[src/pproj_pkg.sv]
// pproj_pkg: shared types and constants for the pinhole point projection block
// no dependencies
`timescale 1ns / 1ps

package pproj_pkg;

    localparam int COORD_W   = 32;  // q16.16 style coordinate and coefficient width
    localparam int ROWS      = 3;   // rows of the camera matrix
    localparam int COLS      = 4;   // columns of the camera matrix
    localparam int NUM_REGS  = 6;   // matrix registers, two coefficients each
    localparam int REG_W     = 64;  // matrix register width
    localparam int CFG_IDX_W = 3;   // register index width
    localparam int PROD_W    = 64;  // full 32x32 signed product
    localparam int SUM_W     = 66;  // homogeneous row sum, no overflow possible
    localparam int MAG_W     = 64;  // magnitude of a row sum
    localparam int Q_W       = 32;  // quotient bits resolved by the divider

    typedef logic signed [COORD_W-1:0] coef_word_t;
    typedef coef_word_t [ROWS-1:0][COLS-1:0] coef_mat_t;
    typedef logic signed [SUM_W-1:0] row_sum_t;

    // homogeneous point handed from the front end to the divide back end
    typedef struct packed {
        row_sum_t h0;
        row_sum_t h1;
        row_sum_t h2;
    } hpoint_t;

endpackage

[src/pproj_fifo.sv]
// pproj_fifo: two-entry queue between the front end and the divide back end
// depends on pproj_pkg
`timescale 1ns / 1ps

module pproj_fifo (
    input  logic               clk,
    input  logic               rst_n,
    input  logic               push,
    input  pproj_pkg::hpoint_t push_item,
    output logic               full,
    input  logic               pop,
    output logic               valid,
    output pproj_pkg::hpoint_t head
);

    pproj_pkg::hpoint_t mem_reg [2];
    logic               wr_ptr_reg;
    logic               rd_ptr_reg;
    logic [1:0]         count_reg;
    logic [1:0]         count_next;

    assign full  = (count_reg == 2'd2);
    assign valid = (count_reg != 2'd0);
    assign head  = mem_reg[rd_ptr_reg];

    always_comb
    begin
        count_next = count_reg;
        if (push && !pop)
        begin
            count_next = count_reg + 2'd1;
        end
        else if (pop && !push)
        begin
            count_next = count_reg - 2'd1;
        end
    end

    always_ff @(posedge clk)
    begin
        if (push)
        begin
            mem_reg[wr_ptr_reg] <= push_item;
        end
    end

    always_ff @(posedge clk or negedge rst_n)
    begin
        if (!rst_n)
        begin
            wr_ptr_reg <= 1'b0;
            rd_ptr_reg <= 1'b0;
            count_reg  <= 2'd0;
        end
        else
        begin
            if (push)
            begin
                wr_ptr_reg <= !wr_ptr_reg;
            end
            if (pop)
            begin
                rd_ptr_reg <= !rd_ptr_reg;
            end
            count_reg <= count_next;
        end
    end

endmodule

[config.mk]
export PLATFORM = sky130hd
export DESIGN_NAME = pproj_fifo
export DESIGN_NICKNAME = d
export VERILOG_FILES = /design/src/pproj_pkg.sv /design/src/pproj_fifo.sv
export SDC_FILE = /design/constraint.sdc
export NUM_CORES = 1
export LEC_CHECK = 0
export ABC_AREA = 1
export CAP_MARGIN = 30
export CORE_MARGIN = 10
export CORE_UTILIZATION = 66
export CTS_CLUSTER_DIAMETER = 100
export DETAILED_ROUTE_END_ITERATION = 6
export DONT_BUFFER_PORTS = 1
export PLACE_DENSITY = 0.93
export SLEW_MARGIN = 25
export SYNTH_ARGS = -nofsm -noshare
export SYNTH_HDL_FRONTEND = slang
export SYNTH_SLANG_ARGS = --single-unit
[constraint.sdc]
create_clock -name clk -period 15.35 [get_ports clk]
set_input_delay 1.535 -clock clk [delete_from_list [all_inputs] [get_ports clk]]
set_output_delay 1.535 -clock clk [all_outputs]
set_load 0.03 [all_outputs]
After elaboration in Yosys (flattened, before gate mapping):

Memory sizes are Yosys's and may differ from the RTL's.
Cells that the tools add are included.

* bits in writable memories: 396
* output and inout port bits: 200
* input port bits: 202
* memories kept: 1
* word-level logic and storage cells: 19
* bits in registers: 4

* reduce and logical (&&, ||, !) cells: 8
* equal/unequal tests: 1
* mux-type cells: 4
* $add $sub $neg: 2

Memories
* mem_reg: words 2, bits a word 198, read ports 1, clocked after Yosys merged registers in 0, wr ports 1, line pproj_fifo.sv:16 `pproj_pkg::hpoint_t mem_reg [2];`

Operator list (number)
* $logic_not 1->1: 4
* $mux 2: 2
* $reduce_bool 2->1: 2
* $add 2x1->2 const B: 1
* $eq 2x2->1 const B: 1
* $logic_and 1x1->1: 2
* $mux 1: 2
* $sub 2x1->2 const B: 1

Logic depth before layout (Yosys ltp):

* word-level depth: 4
* mapped depth: 7
* depth with buffers taken out: 7

Worst setup path after synthesis:

No wires, ideal clock.

* path kind: input-to-reg
* start: input port push
* end: memory mem_reg[0][0] (netlist bit) (enable)
* data required time: 14.585 ns
* arrival time: 9.849 ns
* stages: 2
* path buffers: 0
* path slack: 4.736 ns
* path through: inv_1 nor2_1

* cells in the longest elaborated chain, start to end: 2

Ends and longest elaborated chain
* start: declaration: line pproj_fifo.sv:8 `input logic push,`
* $mux 1: line pproj_fifo.sv:41 `if (push)`
* $mux 1 (not written as such): line pproj_fifo.sv:43 `mem_reg[wr_ptr_reg] <= push_item;`
* end: declaration: line pproj_fifo.sv:16

No other way between the ends.

==> results.tsv <==
stage	metric	value	unit
global_route	antenna_found_initial	0	
routing	drt_iter0_drc	574	
routing	via_per_inst	6.258	
clock_tree	root_buffer	clkbuf_16	
clock_tree	cts_tree	yes	
pwr	cellPowerDensity	223.1	nW/um^2
flow_run	cap_violations	0	
logic_synthesis	synth_nets	844	
place	dpl-instance-area	15140	sq um
routing	drt-total-wl	33.49	mm
clock_tree	cts.sinks	400	
routing	drc	0	
sta	grt_setup_unrepaired	false	
logic_synthesis	syn_avg_cell_area	23.25	sq um
run_status	status	finished, final reports clean	
sta	setup_tns	0	ns
logic_synthesis	netlist_area	14900	sq um
clock_tree	cts.path.max_buffers	3	
sta	slew_headroom	38.59	%
sta	period_minus_slack	4.195	ns
place	place.gp.congestion	0.8486	
sta	finalSetupViolations	0	
global_route	grt.total_usage	22.07	%
floorplan	fp.dieH	170.3	um
floorplan	start_util	67.65	%
logic_synthesis	synth_warnings	0	
global_route	grt_max_degree	123	
logic_synthesis	ys_top_cells_by_area	edfxtp_1 (80%), mux2_4 (10%), mux2_2 (7.4%)	
sta	fmax	0.2384	GHz
floorplan	core-area	22030	sq um
layout	n_antenna_cell	0	
layout	area_delta_synth_final	10.77	%
setup_path	arrival	2.66	ns
clock_tree	cts_hold_buf	0	
floorplan	dieArea	28990	sq um
global_route	grt_pass1_wl	46.51	mm
layout	fill_cells	1145	
setup_path	startpoint_type	register	
pwr	vdd_ir_drop_max	0.1564	mV
global_route	gr-total-overflow	0	
clock_tree	htreeDepth	2	
setup_path	cp.required	13.82	ns
setup_path	rrSetupSlack	12.80	ns
setup_path	crit_path_max_fanout	44	
clock_tree	cts_resized	0	
floorplan	top_level_ports	402	
logic_synthesis	postSynthCellCount	641	
logic_synthesis	yosysTopAreaCell	edfxtp_1	
clock_tree	numCtsBuffers	38	
place	portBuffers	0	
setup_path	worstSetupEndpointType	output pin	
layout	nNetsFinal	871	
clock_tree	clkLatencyLatePin	0.51	ns
routing	ant_nets	0	
sta	slew_viol_final	0	
layout	largest_reg_flops	396	
sta	finalHoldViolCount	0	
worst_hold_path	hold_path_class	reg -> reg	
layout	finalInstanceArea	16500	sq um
logic_synthesis	synth_top_area_share	79.81	%
sta	fin_worst_skew	0.02167	ns
layout	final_common_cell	edfxtp_1	
logic_synthesis	ys_seq_area_share	80.48	%
layout	drive_gt1_share	38.59	%
sta	finalCritPeriodShare	27.33	%
floorplan	fp.dieW	170.3	um
global_route	grt_pass1_vias	6565	
setup_path	criticalPathCategory	reg -> out	
logic_synthesis	synthDistinctLibCells	14	
routing	wl_per_cell	34.28	um
clock_tree	clk_pin_slew	0.06	ns
routing	dr.pass1.iters	4	
place	dp_hpwl	22.86	mm
setup_path	crit_chain	buf_4 -> buf_16 -> mux2_2	
logic_synthesis	ys_ff_latch	400	
sta	worstMarginPinSlew	0.9212	ns
floorplan	rows	54	
setup_path	worst_path_largest_cell_delay	0.85	ns
routing	num_vias	6114	
pwr	power_leakage	5.761	nW
clock_tree	postCtsSetupBuffers	0	
setup_path	cp_slowest_cell	dfrtp_4	
layout	final_cell_mix	edfxtp_1 (396), mux2_4 (100), mux2_2 (98)	
-- cells in the mapped netlist (all sizes together) --
| master | count |
|---|---|
| xnor2 | 1 |
| mux2 | 198 |
| edfxtp | 396 |
| dfrtp | 4 |
| nand4 | 1 |
| xor2 | 2 |
| nand3 | 1 |
| nor2 | 2 |
| ha | 1 |
| inv | 7 |
| buf | 22 |
| nand2 | 6 |
-- power breakdown --
part	internal (mW)	switching, mW	leakage (nW)	total [mW]
combinational	0.359	0.826	1.35	1.19
sequential	1.45	0.0859	3.76	1.54
clock	0.585	0.373	0.650	0.959
-- worst max-delay path: cells and delay by family, from the launching register on --
kind / cells / cell delay, ns
DFF: 1 / 0.85
buffers and inverters: 2 / 0.78
muxes: 1 / 0.47
-- through the flow --
stage / total power, mW / hold WS (ns) / util (%) / std cells / setup WS [ns]
after global placement: 2.685 / 0.4830 / 68.63 / 905 / 11.16
after global routing: 3.801 / 0.5697 / 74.93 / 977 / 11.04
after detailed placement: 2.739 / 0.5027 / 68.72 / 906 / 11.47
after floorplan: 2.622 / 0.4417 / - / 641 / 4.736
after CTS: 3.706 / 0.5559 / 74.66 / 975 / 10.91
final: 3.683 / 0.5567 / 74.93 / 977 / 11.16
-- layer usage --
| layer | vias up | part of all wire, % | global-route usage (%) |
|---|---|---|---|
| li1 | 2594 | - | - |
| met1 | 3082 | 30 | 20.70 |
| met2 | 400 | 51 | 39.14 |
| met3 | 38 | 17 | 14.53 |
| met4 | 0 | 1.5 | 4.805 |
| met5 | - | 0 | 0 |
-- cell families (layout without fill, tap and decap cells) --
family,count (synthesis),in the layout,share of synthesized area [%]
mux,198,198,17.48
fa+ha+maj,1,1,0.08396
flops,400,400,80.48
buf+inv,29,85,1.503
simple gates,10,10,0.2771
xor+xnor,3,3,0.1764
-- path summary, 6_finish.rpt --
check / from / to / cells after the start
setup / recovery: rd_ptr_reg / head[175] / 3
hold / removal: count_reg[0] / count_reg[0] / 1
setup reg to reg: wr_ptr_reg / mem_reg[0][85] / 3
hold reg to reg: count_reg[0] / count_reg[0] / 1
max in group asynchronous: rst_n / rd_ptr_reg / 0
min in group asynchronous: rst_n / rd_ptr_reg / 0
-- area by class of cell --
cell class / count / area, sq um / share of cell area (%)
Clock inverter: 18 / 215.2 / 1.304
Clock buffer: 51 / 1094 / 6.626
Timing Repair Buffer: 9 / 123.9 / 0.7505
Sequential cell: 400 / 12000 / 72.68
Multi-Input combinational cell: 212 / 2693 / 16.31
Inverter: 7 / 33.78 / 0.2047
Tap cell: 280 / 350.3 / 2.123
Note: power is estimated with default switching activity, not from simulation.
